<file path="config.mk">
export PLATFORM = sky130hd
export DESIGN_NAME = time_sync_session_sequencer_top
export DESIGN_NICKNAME = d
export VERILOG_FILES = /design/src/rtl/tss_pkg.sv /design/src/rtl/tss_sequencer.sv /design/src/rtl/time_sync_session_sequencer_top.sv
export SDC_FILE = /design/constraint.sdc
export NUM_CORES = 1
export LEC_CHECK = 0
export BUFFER_PORTS_ARGS = -buffer_cell sky130_fd_sc_hd__buf_2
export CORE_AREA = 4 4 288 290
export CTS_CLUSTER_DIAMETER = 100
export DETAILED_ROUTE_END_ITERATION = 12
export DIE_AREA = 0 0 292 294
export HOLD_SLACK_MARGIN = 0.03
export PLACE_DENSITY = 0.66
export SETUP_SLACK_MARGIN = 0.5
export SYNTH_ARGS = -nofsm -noshare
export SYNTH_HDL_FRONTEND = slang
export SYNTH_SLANG_ARGS = --single-unit
</file>
<file path="constraint.sdc">
create_clock -name aclk -period 23.6 [get_ports aclk]
set_input_delay 3.54 -clock aclk [delete_from_list [all_inputs] [get_ports aclk]]
set_output_delay 3.54 -clock aclk [all_outputs]
set_load 0.05 [all_outputs]
</file>
<file path="src/rtl/tss_pkg.sv">
// tss_pkg: codes and small types shared by the time sync session sequencer.
// Event codes, phase codes and result kinds. No dependencies.
package tss_pkg;

    typedef logic [2:0] func_t;
    typedef logic [1:0] phase_t;
    typedef logic [2:0] kind_t;

    localparam func_t FN_START  = 3'd0;
    localparam func_t FN_REQUEST = 3'd1;
    localparam func_t FN_REPORT = 3'd2;
    localparam func_t FN_CANCEL = 3'd3;
    localparam func_t FN_RESET  = 3'd4;

    localparam phase_t PH_IDLE     = 2'd0;
    localparam phase_t PH_SYNC     = 2'd1;
    localparam phase_t PH_VERIFY   = 2'd2;
    localparam phase_t PH_COMPLETE = 2'd3;

    localparam kind_t K_NONE        = 3'd0;
    localparam kind_t K_STARTED     = 3'd1;
    localparam kind_t K_REPLY       = 3'd2;
    localparam kind_t K_ACCEPTED    = 3'd3;
    localparam kind_t K_CANCELLED   = 3'd4;
    localparam kind_t K_NOT_STARTED = 3'd5;
    localparam kind_t K_MISMATCH    = 3'd6;

    localparam logic CFG_SYNC_TARGET   = 1'b0;
    localparam logic CFG_VERIFY_TARGET = 1'b1;

    localparam logic [7:0] SYNC_TARGET_RST   = 8'd8;
    localparam logic [7:0] VERIFY_TARGET_RST = 8'd4;

    // state and result summary handed from the sequencer to the output stage
    typedef struct packed {
        kind_t  kind;
        phase_t phase;
        logic   status;   // status fields carried (else zero)
        logic   echo;     // reply echo fields carried
    } tss_res_ctl_t;

endpackage

</file>
<file path="src/rtl/tss_sequencer.sv">
// tss_sequencer: session state, sample targets and the per-item decision logic.
// Depends on tss_pkg. State advances when step is high; results are combinational.
module tss_sequencer
    import tss_pkg::*;
#(
    parameter int SESSION_BITS = 16,
    parameter int COUNT_BITS   = 8
) (
    input  logic                           aclk,
    input  logic                           aresetn,
    input  logic                           cfg_wr_en,
    input  logic                           cfg_index,
    input  logic [7:0]                     cfg_wdata,
    input  logic                           step,
    input  func_t                          func,
    input  logic [SESSION_BITS-1:0]        session_id,
    input  phase_t                         req_phase,
    input  logic [7:0]                     sample_index,
    input  logic [7:0]                     report_sync_count,
    input  logic [7:0]                     report_verify_count,
    input  logic signed [63:0]             offset_ns,
    input  logic signed [63:0]             rtt_ns,
    input  logic [1:0]                     offset_source,
    output tss_res_ctl_t                   res_ctl,
    output logic signed [SESSION_BITS:0]   session_out,
    output logic [COUNT_BITS-1:0]          sync_count_out,
    output logic [COUNT_BITS-1:0]          verify_count_out,
    output logic signed [63:0]             adopted_offset_out,
    output logic signed [63:0]             adopted_rtt_out,
    output logic [1:0]                     adopted_source_out
);

    // compare width: holds both a count and an 8-bit target or index
    localparam int CW = ((COUNT_BITS > 8) ? COUNT_BITS : 8) + 1;

    logic [7:0]                   sync_tgt_reg, verify_tgt_reg;
    logic                         active_reg, active_next;
    phase_t                       phase_reg, phase_next;
    logic signed [SESSION_BITS:0] sess_reg, sess_next;
    logic [COUNT_BITS-1:0]        sync_cnt_reg, sync_cnt_next;
    logic [COUNT_BITS-1:0]        ver_cnt_reg, ver_cnt_next;
    logic signed [63:0]           offset_reg, offset_next;
    logic signed [63:0]           rtt_reg, rtt_next;
    logic [1:0]                   source_reg, source_next;

    logic [CW-1:0] sync_tgt_x, ver_tgt_x, sync_cnt_x, ver_cnt_x;
    logic [CW-1:0] cur_x, tgt_x, idx_x, rs_x, rv_x;
    logic          sess_match, retry, req_ok, entering, continuing, rpt_ok;

    always_ff @(posedge aclk) begin
        if (!aresetn) begin
            sync_tgt_reg   <= SYNC_TARGET_RST;
            verify_tgt_reg <= VERIFY_TARGET_RST;
        end else if (cfg_wr_en) begin
            if (cfg_index == CFG_SYNC_TARGET) begin
                sync_tgt_reg <= cfg_wdata;
            end else begin
                verify_tgt_reg <= cfg_wdata;
            end
        end
    end

    assign sync_tgt_x = {{(CW-8){1'b0}}, sync_tgt_reg};
    assign ver_tgt_x  = {{(CW-8){1'b0}}, verify_tgt_reg};
    assign sync_cnt_x = {{(CW-COUNT_BITS){1'b0}}, sync_cnt_reg};
    assign ver_cnt_x  = {{(CW-COUNT_BITS){1'b0}}, ver_cnt_reg};
    assign idx_x      = {{(CW-8){1'b0}}, sample_index};
    assign rs_x       = {{(CW-8){1'b0}}, report_sync_count};
    assign rv_x       = {{(CW-8){1'b0}}, report_verify_count};

    assign sess_match = ({1'b0, session_id} == sess_reg);

    // request checks
    assign cur_x = (req_phase == PH_SYNC) ? sync_cnt_x : ver_cnt_x;
    assign tgt_x = (req_phase == PH_SYNC) ? sync_tgt_x : ver_tgt_x;
    assign retry = (cur_x != '0) && (idx_x == cur_x - CW'(1));
    assign entering = (phase_reg == PH_SYNC) && (sync_cnt_x == sync_tgt_x)
                      && (idx_x == '0);
    assign continuing = (phase_reg == PH_VERIFY) && (cur_x <= ver_tgt_x)
                        && ((idx_x == cur_x) || retry);

    always_comb begin
        req_ok = 1'b0;
        unique case (req_phase)
            PH_SYNC: begin
                req_ok = (phase_reg == PH_SYNC) && (cur_x <= sync_tgt_x)
                         && ((idx_x == cur_x) || retry);
            end
            PH_VERIFY: begin
                req_ok = entering || continuing;
            end
            default: begin
                req_ok = 1'b0;
            end
        endcase
        // a full phase takes only a repeat of its last sample
        if ((cur_x >= tgt_x) && !retry) begin
            req_ok = 1'b0;
        end
    end

    assign rpt_ok = (phase_reg == PH_VERIFY) && (sync_cnt_x == sync_tgt_x)
                    && (ver_cnt_x == ver_tgt_x) && (rs_x == sync_tgt_x)
                    && (rv_x == ver_tgt_x);

    always_comb begin
        active_next   = active_reg;
        phase_next    = phase_reg;
        sess_next     = sess_reg;
        sync_cnt_next = sync_cnt_reg;
        ver_cnt_next  = ver_cnt_reg;
        offset_next   = offset_reg;
        rtt_next      = rtt_reg;
        source_next   = source_reg;
        res_ctl.kind   = K_NONE;
        res_ctl.status = 1'b0;
        res_ctl.echo   = 1'b0;
        unique case (func)
            FN_START: begin
                active_next    = 1'b1;
                phase_next     = PH_SYNC;
                sess_next      = {1'b0, session_id};
                sync_cnt_next  = '0;
                ver_cnt_next   = '0;
                offset_next    = '0;
                rtt_next       = '0;
                source_next    = '0;
                res_ctl.kind   = K_STARTED;
                res_ctl.status = 1'b1;
            end
            FN_REQUEST: begin
                if (!active_reg) begin
                    res_ctl.kind = K_NOT_STARTED;
                end else if (!sess_match || !req_ok) begin
                    res_ctl.kind = K_MISMATCH;
                end else begin
                    phase_next = req_phase;
                    if (!retry) begin
                        if (req_phase == PH_SYNC) begin
                            sync_cnt_next = sync_cnt_reg + COUNT_BITS'(1);
                        end else begin
                            ver_cnt_next = ver_cnt_reg + COUNT_BITS'(1);
                        end
                    end
                    res_ctl.kind   = K_REPLY;
                    res_ctl.status = 1'b1;
                    res_ctl.echo   = 1'b1;
                end
            end
            FN_REPORT: begin
                if (!active_reg) begin
                    res_ctl.kind = K_NOT_STARTED;
                end else if (!sess_match || !rpt_ok) begin
                    res_ctl.kind = K_MISMATCH;
                end else begin
                    phase_next     = PH_COMPLETE;
                    offset_next    = offset_ns;
                    rtt_next       = rtt_ns;
                    source_next    = offset_source;
                    sync_cnt_next  = COUNT_BITS'(report_sync_count);
                    ver_cnt_next   = COUNT_BITS'(report_verify_count);
                    res_ctl.kind   = K_ACCEPTED;
                    res_ctl.status = 1'b1;
                end
            end
            FN_CANCEL: begin
                if (active_reg) begin
                    // session number stays for the status report
                    active_next    = 1'b0;
                    phase_next     = PH_IDLE;
                    res_ctl.kind   = K_CANCELLED;
                    res_ctl.status = 1'b1;
                end
            end
            FN_RESET: begin
                active_next   = 1'b0;
                phase_next    = PH_IDLE;
                sess_next     = '1;
                sync_cnt_next = '0;
                ver_cnt_next  = '0;
                offset_next   = '0;
                rtt_next      = '0;
                source_next   = '0;
            end
            default: begin
            end
        endcase
        // reported phase is the state after the item, idle for error kinds
        res_ctl.phase = res_ctl.status ? phase_next : PH_IDLE;
    end

    always_ff @(posedge aclk) begin
        if (!aresetn) begin
            active_reg   <= 1'b0;
            phase_reg    <= PH_IDLE;
            sess_reg     <= '1;
            sync_cnt_reg <= '0;
            ver_cnt_reg  <= '0;
            offset_reg   <= '0;
            rtt_reg      <= '0;
            source_reg   <= '0;
        end else if (step) begin
            active_reg   <= active_next;
            phase_reg    <= phase_next;
            sess_reg     <= sess_next;
            sync_cnt_reg <= sync_cnt_next;
            ver_cnt_reg  <= ver_cnt_next;
            offset_reg   <= offset_next;
            rtt_reg      <= rtt_next;
            source_reg   <= source_next;
        end
    end

    // status fields show the state after the item, zero for error kinds
    assign session_out        = res_ctl.status ? sess_next : '0;
    assign sync_count_out     = res_ctl.status ? sync_cnt_next : '0;
    assign verify_count_out   = res_ctl.status ? ver_cnt_next : '0;
    assign adopted_offset_out = res_ctl.status ? offset_next : '0;
    assign adopted_rtt_out    = res_ctl.status ? rtt_next : '0;
    assign adopted_source_out = res_ctl.status ? source_next : '0;

endmodule

</file>
<file path="src/rtl/time_sync_session_sequencer_top.sv">
// time_sync_session_sequencer_top: input register, sequencer and result register.
// Depends on tss_pkg and tss_sequencer.
//
//  channel | ports          | handshake        | moves
//  --------+----------------+------------------+------------------------------
//  input   | s_*            | s_valid/s_ready  | one event item
//  result  | m_*            | m_valid/m_ready  | one result item per event
//  config  | cfg_*          | cfg_wr_en        | target write, no wait
//
// One item per cycle sustained while results are taken; an item passes the input
// register, then the result register, with the single decision pass in tss_sequencer between them.
// Sync reset (aresetn low) empties both registers, closes any session and loads
// targets 8 and 4. A stalled result holds the result register; the input register
// then holds one more item and s_ready drops until the result is taken.
module time_sync_session_sequencer_top
    import tss_pkg::*;
#(
    parameter int SESSION_BITS = 16,
    parameter int COUNT_BITS   = 8
) (
    input  logic                          aclk,
    input  logic                          aresetn,
    input  logic                          cfg_wr_en,
    input  logic                          cfg_index,
    input  logic [7:0]                    cfg_wdata,
    input  logic                          s_valid,
    output logic                          s_ready,
    input  logic [2:0]                    s_func,
    input  logic [SESSION_BITS-1:0]       s_session_id,
    input  logic [1:0]                    s_req_phase,
    input  logic [7:0]                    s_sample_index,
    input  logic signed [63:0]            s_t1_ns,
    input  logic signed [63:0]            s_rx_time_ns,
    input  logic signed [63:0]            s_tx_time_ns,
    input  logic [7:0]                    s_report_sync_count,
    input  logic [7:0]                    s_report_verify_count,
    input  logic signed [63:0]            s_offset_ns,
    input  logic signed [63:0]            s_rtt_ns,
    input  logic [1:0]                    s_offset_source,
    output logic                          m_valid,
    input  logic                          m_ready,
    output logic [2:0]                    m_result_kind,
    output logic [1:0]                    m_phase_out,
    output logic signed [SESSION_BITS:0]  m_session_out,
    output logic [COUNT_BITS-1:0]         m_sync_count_out,
    output logic [COUNT_BITS-1:0]         m_verify_count_out,
    output logic [7:0]                    m_last_index_out,
    output logic signed [63:0]            m_t1_out,
    output logic signed [63:0]            m_t2_out,
    output logic signed [63:0]            m_t3_out,
    output logic signed [63:0]            m_adopted_offset_out,
    output logic signed [63:0]            m_adopted_rtt_out,
    output logic [1:0]                    m_adopted_source_out
);

    logic                      in_vld_reg;
    func_t                     func_reg;
    logic [SESSION_BITS-1:0]   sid_reg;
    phase_t                    rphase_reg;
    logic [7:0]                idx_reg;
    logic signed [63:0]        t1_reg, t2_reg, t3_reg;
    logic [7:0]                rs_reg, rv_reg;
    logic signed [63:0]        offset_in_reg, rtt_in_reg;
    logic [1:0]                source_in_reg;
    logic                      in_adv;

    tss_res_ctl_t                 res_ctl;
    logic signed [SESSION_BITS:0] res_sess;
    logic [COUNT_BITS-1:0]        res_sync, res_ver;
    logic signed [63:0]           res_offset, res_rtt;
    logic [1:0]                   res_source;

    logic                         out_vld_reg;
    kind_t                        kind_reg;
    phase_t                       phase_reg;
    logic signed [SESSION_BITS:0] sess_reg;
    logic [COUNT_BITS-1:0]        sync_reg, ver_reg;
    logic [7:0]                   last_idx_reg;
    logic signed [63:0]           t1_out_reg, t2_out_reg, t3_out_reg;
    logic signed [63:0]           offset_reg, rtt_reg;
    logic [1:0]                   source_reg;

    assign in_adv  = in_vld_reg && (!out_vld_reg || m_ready);
    assign s_ready = !in_vld_reg || in_adv;

    always_ff @(posedge aclk) begin
        if (!aresetn) begin
            in_vld_reg <= 1'b0;
        end else if (s_ready) begin
            in_vld_reg <= s_valid;
        end
    end

    always_ff @(posedge aclk) begin
        if (s_valid && s_ready) begin
            func_reg      <= s_func;
            sid_reg       <= s_session_id;
            rphase_reg    <= s_req_phase;
            idx_reg       <= s_sample_index;
            t1_reg        <= s_t1_ns;
            t2_reg        <= s_rx_time_ns;
            t3_reg        <= s_tx_time_ns;
            rs_reg        <= s_report_sync_count;
            rv_reg        <= s_report_verify_count;
            offset_in_reg <= s_offset_ns;
            rtt_in_reg    <= s_rtt_ns;
            source_in_reg <= s_offset_source;
        end
    end

    tss_sequencer #(
        .SESSION_BITS (SESSION_BITS),
        .COUNT_BITS   (COUNT_BITS)
    ) u_seq (
        .aclk                (aclk),
        .aresetn             (aresetn),
        .cfg_wr_en           (cfg_wr_en),
        .cfg_index           (cfg_index),
        .cfg_wdata           (cfg_wdata),
        .step                (in_adv),
        .func                (func_reg),
        .session_id          (sid_reg),
        .req_phase           (rphase_reg),
        .sample_index        (idx_reg),
        .report_sync_count   (rs_reg),
        .report_verify_count (rv_reg),
        .offset_ns           (offset_in_reg),
        .rtt_ns              (rtt_in_reg),
        .offset_source       (source_in_reg),
        .res_ctl             (res_ctl),
        .session_out         (res_sess),
        .sync_count_out      (res_sync),
        .verify_count_out    (res_ver),
        .adopted_offset_out  (res_offset),
        .adopted_rtt_out     (res_rtt),
        .adopted_source_out  (res_source)
    );

    always_ff @(posedge aclk) begin
        if (!aresetn) begin
            out_vld_reg <= 1'b0;
        end else if (in_adv) begin
            out_vld_reg <= 1'b1;
        end else if (m_ready) begin
            out_vld_reg <= 1'b0;
        end
    end

    always_ff @(posedge aclk) begin
        if (in_adv) begin
            kind_reg     <= res_ctl.kind;
            phase_reg    <= res_ctl.phase;
            sess_reg     <= res_sess;
            sync_reg     <= res_sync;
            ver_reg      <= res_ver;
            last_idx_reg <= res_ctl.echo ? idx_reg : '0;
            t1_out_reg   <= res_ctl.echo ? t1_reg : '0;
            t2_out_reg   <= res_ctl.echo ? t2_reg : '0;
            t3_out_reg   <= res_ctl.echo ? t3_reg : '0;
            offset_reg   <= res_offset;
            rtt_reg      <= res_rtt;
            source_reg   <= res_source;
        end
    end

    assign m_valid              = out_vld_reg;
    assign m_result_kind        = kind_reg;
    assign m_phase_out          = phase_reg;
    assign m_session_out        = sess_reg;
    assign m_sync_count_out     = sync_reg;
    assign m_verify_count_out   = ver_reg;
    assign m_last_index_out     = last_idx_reg;
    assign m_t1_out             = t1_out_reg;
    assign m_t2_out             = t2_out_reg;
    assign m_t3_out             = t3_out_reg;
    assign m_adopted_offset_out = offset_reg;
    assign m_adopted_rtt_out    = rtt_reg;
    assign m_adopted_source_out = source_reg;

    // an item leaving the input register always shows up as a result
    a_adv_to_out: assert property (@(posedge aclk) disable iff (!aresetn)
        in_adv |=> out_vld_reg)
        else $error("item advanced but no result registered");

    // input side only blocks when a held item faces a stalled result
    a_ready_stall: assert property (@(posedge aclk) disable iff (!aresetn)
        !s_ready |-> (in_vld_reg && out_vld_reg && !m_ready))
        else $error("input stalled without a stalled result");

    // error kinds carry zero status and echo
    a_zero_kinds: assert property (@(posedge aclk) disable iff (!aresetn)
        (out_vld_reg && (kind_reg == K_NONE || kind_reg == K_NOT_STARTED
                         || kind_reg == K_MISMATCH))
        |-> (sess_reg == '0 && t1_out_reg == '0 && offset_reg == '0))
        else $error("error result carries nonzero fields");

    // a reply only leaves in sync or verify
    a_reply_phase: assert property (@(posedge aclk) disable iff (!aresetn)
        (out_vld_reg && kind_reg == K_REPLY)
        |-> (phase_reg == PH_SYNC || phase_reg == PH_VERIFY))
        else $error("reply outside sync or verify");

endmodule

</file>
Word level (Yosys, flattened, before mapping)
Cells that the tools add are included.
{"block": "totals", "ff_bits": 919, "out_inout_bits": 370, "elab_cells": 144}
{"block": "classes", "addsub": 3, "order_cmp": 3, "eq_ne": 15, "muxes": 50, "bitwise_logic": 1, "reduce_logical": 36}
{"operator": "$mux 64", "n": 4}
{"operator": "$pmux 64 s2", "n": 2}
{"operator": "$mux 8", "n": 14}
{"operator": "$pmux 8 s3", "n": 2}
{"operator": "$pmux 17 s2", "n": 1}
{"operator": "$eq 8x8->1", "n": 4}
{"operator": "$eq 8x9->1", "n": 2}
{"operator": "$le 9x8->1", "n": 2}
{"operator": "$mux 2", "n": 9}
{"operator": "$eq 16x17->1", "n": 1}
{"operator": "$add 8x1->8 const B", "n": 2}
{"operator": "$mux 3", "n": 5}
{"operator": "$logic_and 1x1->1", "n": 14}
{"operator": "$pmux 3 s4", "n": 1}
{"operator": "$pmux 2 s5", "n": 1}
{"operator": "$ge 9x9->1", "n": 1}
{"operator": "$logic_not 9->1", "n": 1}
{"operator": "$reduce_bool 9->1", "n": 1}
{"operator": "$sub 9x1->9 const B", "n": 1}
{"operator": "$mux 1", "n": 7}
{"operator": "$eq 3x2->1 const B", "n": 2}
{"operator": "$logic_not 1->1", "n": 6}
{"operator": "$logic_or 1x1->1", "n": 6}
{"operator": "$reduce_and 2->1", "n": 3}
{"operator": "other kinds (11)", "n": 16}

Depth between registers and ports, before layout
{"block": "logic_depth", "depth_word": 15, "mapped_depth": 18, "depth_no_buf": 14}

Modules after synthesis
Synthesis repeated with hierarchy kept, for this count alone.
{"block": "hier_totals", "cells_unflattened": 2426, "area_unflattened_um2": 35067.4}
{"module": "time_sync_session_sequencer_top", "n_inst": 1, "cells_per_inst": 966, "area_each_um2": 23666.4}
{"module": "tss_sequencer", "n_inst": 1, "cells_per_inst": 1460, "area_each_um2": 11400.9}

Worst setup path before layout
No wires, ideal clock.
{"block": "synth_path", "path_type": "in2reg", "startpoint": "in m_ready", "endpoint": "reg u_seq.phase_reg[1]", "setup_time_ns": 0.188, "t_arrival_ns": 15.222, "required_ns": 23.412, "setup_slack_ns": 8.190, "cell_stages": 8, "n_path_buf": 3, "path_cell_list": "nor2b_1 nand2b_1 clkbuf_1 inv_1 clkbuf_1 clkbuf_1 o21ai_0 a21oi_1"}
{"block": "synth_via", "elab_chain_cells": 2}
{"item": "from (decl)", "line": "time_sync_session_sequencer_top.sv:41", "text": "input logic m_ready,"}
{"item": "$logic_or 1x1->1", "line": "time_sync_session_sequencer_top.sv:83", "text": "assign in_adv = in_vld_reg && (!out_vld_reg || m_ready);"}
{"item": "$logic_and 1x1->1", "line": "time_sync_session_sequencer_top.sv:83"}
{"item": "net in_adv", "line": "time_sync_session_sequencer_top.sv:65", "text": "logic in_adv;"}
{"item": "to (signal assigned)", "line": "tss_sequencer.sv:204", "text": "phase_reg <= phase_next;"}
{"item": "to (decl)", "line": "tss_sequencer.sv:38", "text": "phase_t phase_reg, phase_next;"}
The timed path passes the listed nets, and every way through them passes these cells.
A chain may end at the register's enable or synchronous reset.

Worst setup path after layout
{"block": "layout_path", "startpoint": "in m_ready", "endpoint": "out s_ready"}
{"block": "layout_via", "elab_chain_cells": 3}
{"item": "$logic_or 1x1->1", "line": "time_sync_session_sequencer_top.sv:83"}
{"item": "$logic_and 1x1->1", "line": "time_sync_session_sequencer_top.sv:83"}
{"item": "$logic_or 1x1->1", "line": "time_sync_session_sequencer_top.sv:84", "text": "assign s_ready = !in_vld_reg || in_adv;"}
{"item": "to (decl)", "line": "time_sync_session_sequencer_top.sv:27", "text": "output logic s_ready,"}
Every way passes these cells.

==> impl_metrics.env <==
export IMPL_outcome="finished, final reports clean"
export IMPL_required_ps=20060
export IMPL_swShare_pct=23.7
export IMPL_synth_nets=2978
export IMPL_startpoint_type="input port"
export IMPL_cts_buffers=96
export IMPL_setup_viol=0
export IMPL_cp_cell_sequence="buf_2 > nor2b_1 > nand2_1 > buf_2"
export IMPL_syn_inst=2566
export IMPL_routed_wirelength_um=106000
export IMPL_reg2reg_depth=15
export IMPL_cts_setup_buffers=0
export IMPL_gr_max_usage_layer="met2"
export IMPL_firstDrtPassIters=7
export IMPL_rows=104
export IMPL_crit_cells=4
export IMPL_synth_avg_cell_area_um2=13.6
export IMPL_p_clk_share_pct=42.9
export IMPL_ctsHtreeMaxLevel=3
export IMPL_post_cts_resized=0
export IMPL_cts_tree="yes"
export IMPL_slowest_delay_ps=220
export IMPL_grt_pass1_wl_um=152000
export IMPL_vias=23800
export IMPL_synth_flop_cell="edfxtp_1"
export IMPL_relSlewSlack_pct=20.7
export IMPL_fmax_ghz=0.130
export IMPL_grt_usage_pct=23.7
export IMPL_rsz0062_at_grt="false"
export IMPL_power_density_nw_per_um2=85.6
export IMPL_setup_tns_ps=0
export IMPL_endpoint_kind="primary output"
export IMPL_crit_top_cell="buf_2"
export IMPL_synth_edf_count=735
export IMPL_yosys_area_top_type="edfxtp_1"
export IMPL_max_cap_violations=0
export IMPL_worstMarginPinSlew_ps=1190
export IMPL_fin_hold_ws_ps=494
export IMPL_dieArea_um2=85800
export IMPL_drtIter0Drc=2013
export IMPL_grt_util_met1_pct=27.5
export IMPL_met3_usage_pct=7.94
export IMPL_irDropWorstVdd_v=0.0000724
export IMPL_clock_sinks=919
export IMPL_intPower_mw=2.81
export IMPL_postCtsHoldBufs=0
export IMPL_final_max_slew_violation_count=0
export IMPL_die_h_um=294
export IMPL_power_leakage_nw=15.9
export IMPL_synth_area_leaders="edfxtp_1 (63%), dfxtp_1 (11%), and2_1 (3.6%), a22oi_1 (3.0%), a21oi_1 (2.6%)"
export IMPL_clk_transition_reported_paths_ps=50
export IMPL_critPathArrivalTime_ps=4170
export IMPL_syn_area_um2=34900
export IMPL_synth_seq_area_share_pct=73.7
export IMPL_drc=0
export IMPL_routabilityCongestion=0.906
export IMPL_grtUsageMet2_pct=41.2
export IMPL_initial_core_util_pct=43.5
export IMPL_finalCritPeriodShare_pct=32.7
export IMPL_first_global_vias=23300
export IMPL_antenna_found_initial=52
export IMPL_finClkSkew_ps=76.7
export IMPL_num_io_pins=751
export IMPL_ys_seq_elements=919
export IMPL_post_route_min_period_ps=7710
export IMPL_slowest_stage="buf_2"
export IMPL_die_x_um=292
export IMPL_async_flop_share_pct=0
export IMPL_crit_family="buffers and inverters"
export IMPL_p_sw_mw=0.872
export IMPL_cp_max_fo=4
export IMPL_ant_nets=0
export IMPL_io_buffer_count=750
export IMPL_synth_yosys_warnings=0
export IMPL_most_common_layout_cells="buf_2 (750), edfxtp_1 (735), nand2_1 (219)"
export IMPL_dpl_hpwl_um=71400
export IMPL_power_frac_comb_pct=6.9
export IMPL_grt_overflow_total=0
export IMPL_final_util_pct=53.7
export IMPL_grt_max_degree=150
export IMPL_hold_class="flop to flop"
export IMPL_layout_nets=3681
export IMPL_clock_latency_ps=680
export IMPL_critical_path_class="input port to primary output"
export IMPL_cts_root_buf="clkbuf_16"
export IMPL_wl_per_cell_um=23.8
export IMPL_total_power_mw=3.69
export IMPL_multi_input_area_um2=8460
export IMPL_worst_path_buf_inv=2
export IMPL_area_growth_pct=23.3
export IMPL_viasPerCell=5.37
export IMPL_fillerInstances=6676
export IMPL_final_common_cell="buf_2"
export IMPL_hold_depth=2
export IMPL_fp_coreArea_um2=80300
export IMPL_cts_buffer_depth=3
export IMPL_ys_types=78
export IMPL_yosysTopAreaCellShare_pct=63.2
export IMPL_drive_above_1_share_pct=28.8
export IMPL_seq_power_share_pct=50.2
export IMPL_seq_area_um2=25800
export IMPL_finalHoldViolCount=0
kinds of logic after synthesis:
logic type | after synthesis | share of synthesized area [%]
flip-flops | 919 | 73.7
AND/OR/NAND/NOR | 890 | 12.5
XOR/XNOR | 50 | 1.27
multiplexers | 21 | 0.680
buffers and inverters | 201 | 2.26
adder cells (fa/ha/maj) | 31 | 1.11
AO/OA/AOI/OAI | 454 | 8.53
Yosys cell counts, drive strengths merged, types with 3 or more instances:
cell type and n:
nand3 158, mux2i 12, and2 203, nand4 19, and3 4, nor4 10, dfxtp 184, edfxtp 735
o22ai 5, nor3b 3, a21oi 182, and4 3, clkbuf 151, o211ai 28, or2 7, inv 28
or4 10, a31oi 13, nand2 220, nand2b 9, o311ai 3, ha 31, nor2b 6, nor2 204
a21o 7, xnor2 45, a22oi 140, o21ai 20, o31a 3, a211oi 19, mux2 9, xor2 5
o2111ai 4, nor3 19, o31ai 3, buf 22, or3 8, a31o 3
worst register-to-register path, cell delays in order (launching register included):
cell,delay (ps)
edfxtp_1,410
inv_1,90
ha_1,140
buf_4,350
mux2i_1,670
ha_1,250
nor2b_1,50
o21ai_0,260
a31oi_1,160
o21ai_0,360
o41ai_1,200
o2111ai_1,320
a31o_1,250
or2_4,880
buf_4,970
o21ba_2,340
metal layers:
metal  vias to the layer above  share of wire, %
met1                     11600                36
met2                      1014                51
li1                      10900                 -
met3                       247               9.3
met5                         -              0.14
met4                        24               3.9
power groups by stage:
| stage | registers (mW) | clock network, mW | logic [mW] |
|---|---|---|---|
| after floorplan | 1.99 | 0 | 0.0718 |
| after global placement | 1.88 | 0 | 0.253 |
| after detailed placement | 1.88 | 0 | 0.254 |
| after CTS | 1.85 | 1.61 | 0.255 |
| after global routing | 1.85 | 1.68 | 0.268 |
| final | 1.85 | 1.58 | 0.253 |
final timing paths:
| check | startpoint | end | slack [ps] |
|---|---|---|---|
| min reg2reg | u_seq.sess_reg[16] | u_seq.sess_reg[16] | 490 |
| max | m_ready | s_ready | 15890 |
| max reg2reg | rphase_reg[1] | m_sync_count_out[2] | 17700 |
| min | u_seq.sess_reg[16] | u_seq.sess_reg[16] | 490 |
cell type report:
class                           instances  share of cell area, %
Timing Repair Buffer                  778                   9.26
Tap cell                             1060                   3.08
Inverter                               28                  0.273
Clock buffer                          133                   6.20
Clock inverter                         49                   1.63
Antenna cell                           24                  0.139
Sequential cell                       919                   59.8
Multi-Input combinational cell       1446                   19.6
stage by stage:
stage | std cells | cell area (um2) | setup WS (ps)
2_1_floorplan | 2566 | 34900 | 8190
3_3_place_gp | 4231 | 39600 | 15900
3_5_place_dp | 4231 | 39600 | 15890
4_1_cts | 4413 | 43000 | 15890
5_1_grt | 4422 | 43000 | 15810
6_report | 4437 | 43100 | 15890
No activity file was read; power rests on OpenSTA's default activity.
